$ cat config.mk
export PLATFORM = sky130hd
export DESIGN_NAME = chinese_remainder_solver_core
export DESIGN_NICKNAME = d
export VERILOG_FILES = /design/src/rtl/core/crs_pkg.sv /design/src/rtl/core/crs_front.sv /design/src/rtl/core/crs_div.sv /design/src/rtl/core/crs_mul.sv /design/src/rtl/core/crs_back.sv /design/src/rtl/core/chinese_remainder_solver_core.sv
export SDC_FILE = /design/constraint.sdc
export NUM_CORES = 2
export LEC_CHECK = 0
export ABC_AREA = 1
export BUFFER_PORTS_ARGS = -buffer_cell sky130_fd_sc_hd__clkbuf_2
export CAP_MARGIN = 10
export CORE_MARGIN = 2
export CORE_UTILIZATION = 35
export DETAILED_ROUTE_END_ITERATION = 8
export GPL_TIMING_DRIVEN = 0
export HOLD_SLACK_MARGIN = 0.05
export PLACE_DENSITY = 0.6
export SLEW_MARGIN = 20
export SYNTH_ARGS = -nofsm -noshare
export SYNTH_HDL_FRONTEND = slang
export SYNTH_HIERARCHICAL = 1
export SYNTH_SLANG_ARGS = --single-unit
$ cat constraint.sdc
create_clock -name clk -period 30.3 [get_ports clk]
set_input_delay 1.515 -clock clk [delete_from_list [all_inputs] [get_ports clk]]
set_output_delay 1.515 -clock clk [all_outputs]
set_load 0.02 [all_outputs]
$ cat src/rtl/core/crs_pkg.sv
// Package for the Chinese remainder solver core.
// Holds the item types, the status codes and the default sizes; no dependencies.
package crs_pkg;

  // Default sizes for the top-level parameters.
  localparam int MAX_TERMS_DEF = 4;
  localparam int MOD_BITS_DEF  = 16;

  // Fixed field widths of the channels.
  localparam int IN_BITS   = 16;
  localparam int WIDE_BITS = 64;
  localparam int HALF_BITS = WIDE_BITS / 2;

  // Status codes of a result item.
  localparam logic [1:0] ST_OK        = 2'd0;
  localparam logic [1:0] ST_NOT_COPR  = 2'd1;
  localparam logic [1:0] ST_ZERO_MOD  = 2'd2;
  localparam logic [1:0] ST_TOO_MANY  = 2'd3;

  // One congruence.
  typedef struct packed {
    logic [IN_BITS-1:0] residue;
    logic [IN_BITS-1:0] modulus;
    logic               last;
  } in_item_t;

  // One solution.
  typedef struct packed {
    logic [WIDE_BITS-1:0] solution;
    logic [WIDE_BITS-1:0] product;
    logic [1:0]           status;
  } out_item_t;

endpackage

$ cat src/rtl/core/crs_front.sv
// Front part of the solver: accepts congruence items, trims them to MOD_BITS
// and holds them in a two-entry queue for the back part. Uses crs_pkg.
module crs_front #(
  parameter int MOD_BITS = crs_pkg::MOD_BITS_DEF
) (
  input  logic              clk,
  input  logic              rst,
  input  logic              item_valid,
  output logic              item_ready,
  input  crs_pkg::in_item_t item,
  output logic              q_valid,
  input  logic              q_pop,
  output crs_pkg::in_item_t q_item
);

  localparam logic [crs_pkg::IN_BITS-1:0] FIELD_MASK =
    crs_pkg::IN_BITS'((17'd1 << MOD_BITS) - 17'd1);

  crs_pkg::in_item_t slots [2];
  logic              wr_ptr;
  logic              rd_ptr;
  logic [1:0]        fill;
  logic              push;
  crs_pkg::in_item_t trimmed;

  // Only the low MOD_BITS bits of each field take part in the math.
  always_comb begin
    trimmed         = item;
    trimmed.residue = item.residue & FIELD_MASK;
    trimmed.modulus = item.modulus & FIELD_MASK;
  end

  assign item_ready = (fill != 2'd2);
  assign push       = item_valid && item_ready;
  assign q_valid    = (fill != 2'd0);
  assign q_item     = slots[rd_ptr];

  // Queue storage.
  always_ff @(posedge clk) begin
    if (push) begin
      slots[wr_ptr] <= trimmed;
    end
  end

  // Queue pointers and fill level.
  always_ff @(posedge clk) begin
    if (rst) begin
      wr_ptr <= 1'b0;
      rd_ptr <= 1'b0;
      fill   <= 2'd0;
    end else begin
      if (push) begin
        wr_ptr <= ~wr_ptr;
      end
      if (q_pop) begin
        rd_ptr <= ~rd_ptr;
      end
      if (push && !q_pop) begin
        fill <= fill + 2'd1;
      end else if (!push && q_pop) begin
        fill <= fill - 2'd1;
      end
    end
  end

endmodule

$ cat src/rtl/core/crs_div.sv
// Restoring divider for the solver: a 64-bit dividend by a MOD_BITS divisor,
// one quotient bit per cycle. Uses crs_pkg.
module crs_div #(
  parameter int MOD_BITS = crs_pkg::MOD_BITS_DEF
) (
  input  logic                          clk,
  input  logic                          rst,
  input  logic                          go,
  input  logic [crs_pkg::WIDE_BITS-1:0] dividend,
  input  logic [MOD_BITS-1:0]           divisor,
  output logic                          done,
  output logic [crs_pkg::WIDE_BITS-1:0] quo,
  output logic [MOD_BITS-1:0]           rem
);

  localparam int CW = $clog2(crs_pkg::WIDE_BITS);

  logic [MOD_BITS-1:0] dvs;
  logic [CW-1:0]       cnt;
  logic                busy;
  logic [MOD_BITS:0]   shifted;
  logic                fits;

  // One shift-and-subtract step.
  assign shifted = {rem, quo[crs_pkg::WIDE_BITS-1]};
  assign fits    = (shifted >= {1'b0, dvs});

  // Datapath.
  always_ff @(posedge clk) begin
    if (go) begin
      quo <= dividend;
      rem <= '0;
      dvs <= divisor;
    end else if (busy) begin
      quo <= {quo[crs_pkg::WIDE_BITS-2:0], fits};
      rem <= fits ? MOD_BITS'(shifted - {1'b0, dvs}) : shifted[MOD_BITS-1:0];
    end
  end

  // Step counter and completion pulse.
  always_ff @(posedge clk) begin
    if (rst) begin
      busy <= 1'b0;
      cnt  <= '0;
      done <= 1'b0;
    end else begin
      done <= 1'b0;
      if (go) begin
        busy <= 1'b1;
        cnt  <= '0;
      end else if (busy) begin
        cnt <= cnt + CW'(1);
        if (cnt == CW'(crs_pkg::WIDE_BITS - 1)) begin
          busy <= 1'b0;
          done <= 1'b1;
        end
      end
    end
  end

endmodule

$ cat src/rtl/core/crs_mul.sv
// Multiplier for the solver: a 64-bit value times a MOD_BITS value, built from
// two half-width partial products and a combine step. Uses crs_pkg.
module crs_mul #(
  parameter int MOD_BITS = crs_pkg::MOD_BITS_DEF
) (
  input  logic                          clk,
  input  logic                          rst,
  input  logic                          go,
  input  logic [crs_pkg::WIDE_BITS-1:0] x,
  input  logic [MOD_BITS-1:0]           y,
  output logic                          done,
  output logic [crs_pkg::WIDE_BITS-1:0] prod
);

  localparam int HB = crs_pkg::HALF_BITS;
  localparam int PW = HB + MOD_BITS;

  logic [crs_pkg::WIDE_BITS-1:0] xr;
  logic [MOD_BITS-1:0]           yr;
  logic [PW-1:0]                 lo;
  logic [PW-1:0]                 hi;
  logic [2:0]                    phase;

  // Partial products, then the combine step.
  always_ff @(posedge clk) begin
    if (go) begin
      xr <= x;
      yr <= y;
    end
    if (phase[0]) begin
      lo <= xr[HB-1:0] * yr;
    end
    if (phase[1]) begin
      hi <= xr[crs_pkg::WIDE_BITS-1:HB] * yr;
    end
    if (phase[2]) begin
      prod <= crs_pkg::WIDE_BITS'(lo) + {hi[HB-1:0], {HB{1'b0}}};
    end
  end

  // Phase shift register and completion pulse.
  always_ff @(posedge clk) begin
    if (rst) begin
      phase <= '0;
      done  <= 1'b0;
    end else begin
      phase <= {phase[1:0], go};
      done  <= phase[2];
    end
  end

endmodule

$ cat src/rtl/core/crs_back.sv
// Back part of the solver: stores terms, checks them and runs the solve on a
// shared divider and multiplier. Uses crs_pkg, crs_div and crs_mul.
module crs_back #(
  parameter int MAX_TERMS = crs_pkg::MAX_TERMS_DEF,
  parameter int MOD_BITS  = crs_pkg::MOD_BITS_DEF
) (
  input  logic               clk,
  input  logic               rst,
  input  logic               q_valid,
  output logic               q_pop,
  input  crs_pkg::in_item_t  q_item,
  output logic               result_valid,
  input  logic               result_ready,
  output crs_pkg::out_item_t result
);

  localparam int IDX_W = (MAX_TERMS > 1) ? $clog2(MAX_TERMS) : 1;
  localparam int CNT_W = $clog2(MAX_TERMS + 1);
  localparam int SW    = MOD_BITS + 2;
  localparam int QW    = 2 * MOD_BITS + 3;
  localparam int WB    = crs_pkg::WIDE_BITS;

  typedef enum logic [24:0] {
    S_IDLE = 25'h0000001, S_ZRD  = 25'h0000002, S_ZCK  = 25'h0000004,
    S_GA   = 25'h0000008, S_GB   = 25'h0000010, S_GC   = 25'h0000020,
    S_GDIV = 25'h0000040, S_GW   = 25'h0000080, S_PRD  = 25'h0000100,
    S_PMUL = 25'h0000200, S_PW   = 25'h0000400, S_TRD  = 25'h0000800,
    S_TLD  = 25'h0001000, S_TW1  = 25'h0002000, S_TW2  = 25'h0004000,
    S_TW3  = 25'h0008000, S_EDIV = 25'h0010000, S_EW   = 25'h0020000,
    S_EQ   = 25'h0040000, S_ES   = 25'h0080000, S_TM1  = 25'h0100000,
    S_TM1W = 25'h0200000, S_TD4W = 25'h0400000, S_TM2W = 25'h0800000,
    S_OUT  = 25'h1000000
  } state_t;

  // Term store.
  logic [MOD_BITS-1:0] res_mem [MAX_TERMS];
  logic [MOD_BITS-1:0] mod_mem [MAX_TERMS];
  logic [MOD_BITS-1:0] rd_res;
  logic [MOD_BITS-1:0] rd_mod;
  logic [IDX_W-1:0]    rd_idx;

  state_t              state;
  logic [CNT_W-1:0]    count;
  logic                overflow_seen;
  logic [IDX_W-1:0]    i;
  logic [IDX_W-1:0]    j;
  logic [1:0]          status;
  logic                store_ok;

  // Solve registers.
  logic [WB-1:0]       prod;
  logic [WB-1:0]       sol;
  logic [WB-1:0]       part;
  logic [MOD_BITS-1:0] ga;
  logic [MOD_BITS-1:0] gb;
  logic [MOD_BITS-1:0] tm;
  logic [MOD_BITS-1:0] tb;
  logic [MOD_BITS-1:0] r0;
  logic [MOD_BITS-1:0] r1;
  logic [MOD_BITS-1:0] q;
  logic [MOD_BITS-1:0] inv;
  logic signed [SW-1:0] s0;
  logic signed [SW-1:0] s1;
  logic signed [QW-1:0] qs;
  logic signed [QW-1:0] sdiff;
  logic signed [SW-1:0] s_pos;
  logic [WB-1:0]       gap;

  // Shared unit ports.
  logic                div_go;
  logic [WB-1:0]       div_a;
  logic [MOD_BITS-1:0] div_d;
  logic                div_done;
  logic [WB-1:0]       div_quo;
  logic [MOD_BITS-1:0] div_rem;
  logic                mul_go;
  logic [WB-1:0]       mul_x;
  logic [MOD_BITS-1:0] mul_y;
  logic                mul_done;
  logic [WB-1:0]       mul_res;

  crs_div #(.MOD_BITS(MOD_BITS)) u_div (
    .clk      (clk),
    .rst      (rst),
    .go       (div_go),
    .dividend (div_a),
    .divisor  (div_d),
    .done     (div_done),
    .quo      (div_quo),
    .rem      (div_rem)
  );

  crs_mul #(.MOD_BITS(MOD_BITS)) u_mul (
    .clk  (clk),
    .rst  (rst),
    .go   (mul_go),
    .x    (mul_x),
    .y    (mul_y),
    .done (mul_done),
    .prod (mul_res)
  );

  assign q_pop     = (state == S_IDLE) && q_valid;
  assign store_ok  = (count < CNT_W'(MAX_TERMS));
  assign rd_idx    = (state == S_GB) ? j : i;

  // Euclid helpers: the next coefficient and the final positive inverse.
  assign sdiff = QW'(s0) - qs;
  assign s_pos = s0[SW-1] ? (s0 + $signed({2'b00, tm})) : s0;
  assign gap   = prod - sol;

  // Store writes and registered reads.
  always_ff @(posedge clk) begin
    if (q_pop && store_ok) begin
      res_mem[count[IDX_W-1:0]] <= q_item.residue[MOD_BITS-1:0];
      mod_mem[count[IDX_W-1:0]] <= q_item.modulus[MOD_BITS-1:0];
    end
    rd_res <= res_mem[rd_idx];
    rd_mod <= mod_mem[rd_idx];
  end

  // Sequencer datapath registers.
  always_ff @(posedge clk) begin
    div_go <= 1'b0;
    mul_go <= 1'b0;
    case (state)
      S_GB: begin
        ga <= rd_mod;
      end
      S_GC: begin
        gb <= rd_mod;
      end
      S_GDIV: begin
        if (gb != '0) begin
          div_go <= 1'b1;
          div_a  <= WB'(ga);
          div_d  <= gb;
        end
      end
      S_GW: begin
        if (div_done) begin
          ga <= gb;
          gb <= div_rem;
        end
      end
      S_PMUL: begin
        mul_go <= 1'b1;
        mul_x  <= prod;
        mul_y  <= rd_mod;
      end
      S_PW: begin
        if (mul_done) begin
          prod <= mul_res;
          sol  <= '0;
        end
      end
      S_TLD: begin
        tm     <= rd_mod;
        tb     <= rd_res;
        div_go <= 1'b1;
        div_a  <= prod;
        div_d  <= rd_mod;
      end
      S_TW1: begin
        if (div_done) begin
          part   <= div_quo;
          div_go <= 1'b1;
          div_a  <= WB'(tb);
          div_d  <= tm;
        end
      end
      S_TW2: begin
        if (div_done) begin
          tb     <= div_rem;
          div_go <= 1'b1;
          div_a  <= part;
          div_d  <= tm;
        end
      end
      S_TW3: begin
        if (div_done) begin
          r0 <= div_rem;
          r1 <= tm;
          s0 <= SW'(1);
          s1 <= '0;
        end
      end
      S_EDIV: begin
        if (r1 == '0) begin
          inv <= s_pos[MOD_BITS-1:0];
        end else begin
          div_go <= 1'b1;
          div_a  <= WB'(r0);
          div_d  <= r1;
        end
      end
      S_EW: begin
        if (div_done) begin
          q  <= div_quo[MOD_BITS-1:0];
          r0 <= r1;
          r1 <= div_rem;
        end
      end
      S_EQ: begin
        qs <= $signed({1'b0, q}) * s1;
      end
      S_ES: begin
        s0 <= s1;
        s1 <= sdiff[SW-1:0];
      end
      S_TM1: begin
        mul_go <= 1'b1;
        mul_x  <= WB'(tb);
        mul_y  <= inv;
      end
      S_TM1W: begin
        if (mul_done) begin
          div_go <= 1'b1;
          div_a  <= mul_res;
          div_d  <= tm;
        end
      end
      S_TD4W: begin
        if (div_done) begin
          mul_go <= 1'b1;
          mul_x  <= part;
          mul_y  <= div_rem;
        end
      end
      default: begin
      end
    endcase
    // Modular accumulate once the product term is ready.
    if (state == S_TM2W && mul_done) begin
      if (mul_res >= gap) begin
        sol <= mul_res - gap;
      end else begin
        sol <= sol + mul_res;
      end
    end
    if (state == S_ZRD && i == '0) begin
      prod <= WB'(1);
    end
  end

  // Control flow, term count and result register.
  always_ff @(posedge clk) begin
    if (rst) begin
      state         <= S_IDLE;
      count         <= '0;
      overflow_seen <= 1'b0;
      i             <= '0;
      j             <= '0;
      status        <= crs_pkg::ST_OK;
      result_valid  <= 1'b0;
    end else begin
      if (result_valid && result_ready) begin
        result_valid <= 1'b0;
      end
      case (state)
        S_IDLE: begin
          if (q_pop) begin
            if (store_ok) begin
              count <= count + CNT_W'(1);
            end else begin
              overflow_seen <= 1'b1;
            end
            if (q_item.last) begin
              i <= '0;
              if (overflow_seen || !store_ok) begin
                status <= crs_pkg::ST_TOO_MANY;
                state  <= S_TM2W;
              end else begin
                status <= crs_pkg::ST_OK;
                state  <= S_ZRD;
              end
            end
          end
        end
        S_ZRD: begin
          state <= S_ZCK;
        end
        S_ZCK: begin
          if (rd_mod == '0) begin
            status <= crs_pkg::ST_ZERO_MOD;
            state  <= S_TM2W;
          end else if (CNT_W'(i) + CNT_W'(1) == count) begin
            i <= '0;
            j <= IDX_W'(1);
            state <= (count == CNT_W'(1)) ? S_PRD : S_GA;
          end else begin
            i     <= i + IDX_W'(1);
            state <= S_ZRD;
          end
        end
        S_GA: begin
          state <= S_GB;
        end
        S_GB: begin
          state <= S_GC;
        end
        S_GC: begin
          state <= S_GDIV;
        end
        S_GDIV: begin
          if (gb != '0) begin
            state <= S_GW;
          end else if (ga != MOD_BITS'(1)) begin
            status <= crs_pkg::ST_NOT_COPR;
            state  <= S_TM2W;
          end else if (CNT_W'(j) + CNT_W'(1) == count) begin
            if (CNT_W'(i) + CNT_W'(2) == count) begin
              i     <= '0;
              state <= S_PRD;
            end else begin
              i     <= i + IDX_W'(1);
              j     <= i + IDX_W'(2);
              state <= S_GA;
            end
          end else begin
            j     <= j + IDX_W'(1);
            state <= S_GA;
          end
        end
        S_GW: begin
          if (div_done) begin
            state <= S_GDIV;
          end
        end
        S_PRD: begin
          state <= S_PMUL;
        end
        S_PMUL: begin
          state <= S_PW;
        end
        S_PW: begin
          if (mul_done) begin
            if (CNT_W'(i) + CNT_W'(1) == count) begin
              i     <= '0;
              state <= S_TRD;
            end else begin
              i     <= i + IDX_W'(1);
              state <= S_PRD;
            end
          end
        end
        S_TRD: begin
          state <= S_TLD;
        end
        S_TLD: begin
          state <= S_TW1;
        end
        S_TW1: begin
          if (div_done) begin
            state <= S_TW2;
          end
        end
        S_TW2: begin
          if (div_done) begin
            state <= S_TW3;
          end
        end
        S_TW3: begin
          if (div_done) begin
            state <= S_EDIV;
          end
        end
        S_EDIV: begin
          state <= (r1 == '0) ? S_TM1 : S_EW;
        end
        S_EW: begin
          if (div_done) begin
            state <= S_EQ;
          end
        end
        S_EQ: begin
          state <= S_ES;
        end
        S_ES: begin
          state <= S_EDIV;
        end
        S_TM1: begin
          state <= S_TM1W;
        end
        S_TM1W: begin
          if (mul_done) begin
            state <= S_TD4W;
          end
        end
        S_TD4W: begin
          if (div_done) begin
            state <= S_TM2W;
          end
        end
        S_TM2W: begin
          // Error results arrive here directly and are handed off once the
          // result register is free; a finished term loops or goes to output.
          if (status != crs_pkg::ST_OK) begin
            if (!result_valid || result_ready) begin
              result_valid    <= 1'b1;
              result.solution <= '0;
              result.product  <= '0;
              result.status   <= status;
              count           <= '0;
              overflow_seen   <= 1'b0;
              state           <= S_IDLE;
            end
          end else if (mul_done) begin
            if (CNT_W'(i) + CNT_W'(1) == count) begin
              state <= S_OUT;
            end else begin
              i     <= i + IDX_W'(1);
              state <= S_TRD;
            end
          end
        end
        S_OUT: begin
          // Wait until the previous result has been taken.
          if (!result_valid || result_ready) begin
            result_valid    <= 1'b1;
            result.solution <= sol;
            result.product  <= prod;
            result.status   <= crs_pkg::ST_OK;
            count           <= '0;
            overflow_seen   <= 1'b0;
            state           <= S_IDLE;
          end
        end
        default: begin
          state <= S_IDLE;
        end
      endcase
    end
  end

endmodule

$ cat src/rtl/core/chinese_remainder_solver_core.sv
// Chinese remainder solver core. An item without last is stored through the
// two-entry input queue, one item per cycle while the queue has room and the
// back part is idle. A closing item starts the solve, which runs its divisions
// on the shared 64-step divider (issue, load, 64 steps, hand-back).
// Reset clears the queue, the term count, the error flag and the result valid.
module chinese_remainder_solver_core #(
  parameter int MAX_TERMS = crs_pkg::MAX_TERMS_DEF,
  parameter int MOD_BITS  = crs_pkg::MOD_BITS_DEF
) (
  input  logic               clk,
  input  logic               rst,
  input  logic               item_valid,
  output logic               item_ready,
  input  crs_pkg::in_item_t  item,
  output logic               result_valid,
  input  logic               result_ready,
  output crs_pkg::out_item_t result
);

  logic              q_valid;
  logic              q_pop;
  crs_pkg::in_item_t q_item;

  crs_front #(.MOD_BITS(MOD_BITS)) u_front (
    .clk        (clk),
    .rst        (rst),
    .item_valid (item_valid),
    .item_ready (item_ready),
    .item       (item),
    .q_valid    (q_valid),
    .q_pop      (q_pop),
    .q_item     (q_item)
  );

  crs_back #(.MAX_TERMS(MAX_TERMS), .MOD_BITS(MOD_BITS)) u_back (
    .clk          (clk),
    .rst          (rst),
    .q_valid      (q_valid),
    .q_pop        (q_pop),
    .q_item       (q_item),
    .result_valid (result_valid),
    .result_ready (result_ready),
    .result       (result)
  );

endmodule
==> run metrics <==
Worst Hold Launch=u_back/u_mul/lo[3]; wire per inst=about 24 um; Die Y=around 550 um; WP data arrival=slightly below 9 ns; Synth async-reset ratio=0; max_slew headroom=0.1394; commonest non-fill, non-tap cell in the layout=nand2_1; final core utilization=0.3914; Worst Path Max Fanout=10; Ports=between 150 and 200; overall die width=approximately 550 um; clock sink count=approximately 1300; Mapped Nets=13800; core box area=just under 0.3 mm^2; pwr dens=60.37 mW/mm^2; Top FF cell, synth=edfxtp_1; design area=between 0.1 and 0.15 mm^2; Routed WL=397500 um; post-CTS sizing=0; Fin. Hold Viols=0; post-route ant nets=0; largest net degree at the start of global routing=50; Post-synth EDFFs=1098; Worst path slowest cell=clkbuf_1; Via Count=roughly 86000; most frequent cells in the layout=3353 x nand2_1, 2619 x inv_1, 1098 x edfxtp_1; number of global-route vias before repair=around 83000; dpl cell area=0.1092 mm^2; Routability Congestion=approximately 1; YS warnings=6; period utilization=0.2670; initial core utilization=0.3521; final setup TNS=0 ns; First-pass DRT Iterations=6; Setup CP Type=reg2reg; synth top area cells=edfxtp_1 32%, fa_1 16%, nand2_1 12%, inv_1 9.6%, ha_1 6.1%; root buffer cell=clkbuf_16; leak pwr=between 50 and 60 nW; worst ir drop on vdd=about 0.000086 V; max cap viols=0; register area share after synthesis=0.3541; htree depth=4; Area Growth Syn to Fin=11.18%; RSZ-0062 raised after global routing=no; total track usage=0.2597; min Tclk post-route=around 8.1 ns; hpwl dp=between 300000 and 400000 um; Setup crit end kind=register; Initial DRC Count=around 9300; Critical Path Max Stage Delay=around 0.9 ns; nets=14180; worst path cell trace=clkbuf_1, clkbuf_1, buf_1, nand2_1, fa_1, inv_1, fa_1, inv_1, fa_1, inv_1, fa_1, fa_1, inv_1, fa_1, inv_1, ha_1, inv_1, o21bai_1, a21oi_1, o21ai_0, a21oi_1, nand3_1, xor2_1; share of the synthesized area in the top cell type=0.3215; Post-Syn Instances=roughly 12000; leading area contributor after synthesis=edfxtp_1; Avg Vias per Cell=~5; Num CTS Buffers=~150; max-slew violations=0; die area=0.2974 mm^2; Fin Clk Skew=around 0.14 ns; final setup fails=0; Post-Syn Area=just over 0.1 mm^2; status=completed; cell row count=198; WP data required=30.91 ns; clk_lat worst skew=0.87 ns; actual slew at the worst max-slew pin=between 1 and 1.5 ns; PortBufs=168; worst flop-to-flop path startpoint=u_back/u_mul/yr[5]; Post-CTS Hold Buffers=0; Seq cells post-synth=1265; CP startpoint kind=register; Syn Area/Cell=roughly 8.3 um^2; # DRC=0; TritonCTS clock tree=done; share of cells above drive strength 1=0.05980; Fill cells=a little over 30000; global-route wire length before repair=~560000 um; Unique masters post-synth=71; grt ovf=0; Min Hold Slack=0.2992 ns; initial antenna violation count=14; highest clock rate=roughly 120 MHz; Max Root-Sink Buffers=4; clock slew at reported path FFs=~0.060 ns; # Post-CTS Setup Buffers=0; hold crit path type=reg2reg; worst setup path start=u_back/u_mul/yr[5]
[metrics by stage]
| step | worst slack [ns] | total power [mW] | cells |
|---|---|---|---|
| after floorplan | 7.090 | 3.946 | 12430 |
| after global placement | -11.49 | 5.028 | 16500 |
| after detailed placement | 22.42 | 5.025 | 16550 |
| after CTS | 22.35 | 6.841 | 16810 |
| after global routing | 22.07 | 7.199 | 16810 |
| final | 22.21 | 6.885 | 16820 |
[metal layers]
layer / track usage / vias to the layer above / wire length [um]
li1: - / 39620 / -
met1: 0.3383 / 41550 / 160100
met2: 0.4091 / 4033 / 177200
met3: 0.04021 / 912 / 32310
met4: 0.1517 / 10 / 27850
met5: 0 / - / 72
[cells by family after synthesis]
family,share of synthesized area
XOR/XNOR,0.02135
AND/OR/NAND/NOR,0.2022
AO/OA/AOI/OAI,0.07822
multiplexers,0.004721
buffers and inverters,0.1149
flip-flops,0.3541
adder cells (fa/ha/maj),0.2246
[cell type report]
| cell class | count | area (um^2) | share of cell area |
|---|---|---|---|
| inverter | 2647 | 9938 | 0.08715 |
| clock buffer | 185 | 3996 | 0.03504 |
| sequential | 1265 | 36330 | 0.3185 |
| buffer | 414 | 1864 | 0.01635 |
| timing repair buffer | 222 | 1613 | 0.01414 |
| multi-input combinational | 8101 | 54580 | 0.4786 |
| clock inverter | 75 | 823.3 | 0.007219 |
| tap | 3900 | 4880 | 0.04279 |
| antenna | 7 | 17.52 | 0.0001536 |
[worst max-delay path, delay by kind of cell, from the launching register on]
| family | cells | cell delay (ns) |
|---|---|---|
| AO/OA/AOI/OAI | 4 | 0.82 |
| XOR/XNOR | 1 | 0.26 |
| adder cells (fa/ha/maj) | 7 | 3.52 |
| buffers and inverters | 9 | 2.71 |
| flip-flops | 1 | 0.32 |
| AND/OR/NAND/NOR | 2 | 0.31 |
[sequential cells by signal, summed over array words and instances (netlist names), 64 cells and up, named ones only]
signal	count
u_back/u_mul/xr	64
u_back/res_mem	64
u_back/prod	64
u_back/part	64
u_back/result	130
u_back/div_a	64
u_front/slots	66
u_back/mul_x	64
u_back/mod_mem	64
u_back/u_mul/prod	64
u_back/sol	64
u_back/u_div/quo	64
[cells in the mapped netlist (78+ instances only)]
cell type / number
fa_1: 837
xnor2_1: 90
edfxtp_1: 1098
xor2_1: 160
clkbuf_1: 276
nand2_1: 3354
nand3_1: 395
nor3_1: 78
o22ai_1: 89
nand4_1: 85
a21oi_1: 530
nor2_1: 958
inv_1: 2621
ha_1: 502
o21ai_0: 410
dfxtp_1: 167
[power breakdown]
part           total [mW]  internal [mW]  switching (mW)
Sequential           2.16           2.06           0.105
Combinational        2.91          0.829            2.08
Clock                1.81           1.05           0.757
Total                6.88           3.94            2.95
[path summary, 6_finish.rpt]
check,depth (start not counted),endpoint,slack [ns]
worst max-delay path,23,u_back/u_mul/lo[37],22.21
worst min-delay path,0,u_back/u_mul/prod[3],0.30
worst max register to register,23,u_back/u_mul/lo[37],22.21
worst min register to register,0,u_back/u_mul/prod[3],0.30
No activity file was read; power rests on OpenSTA's default activity.
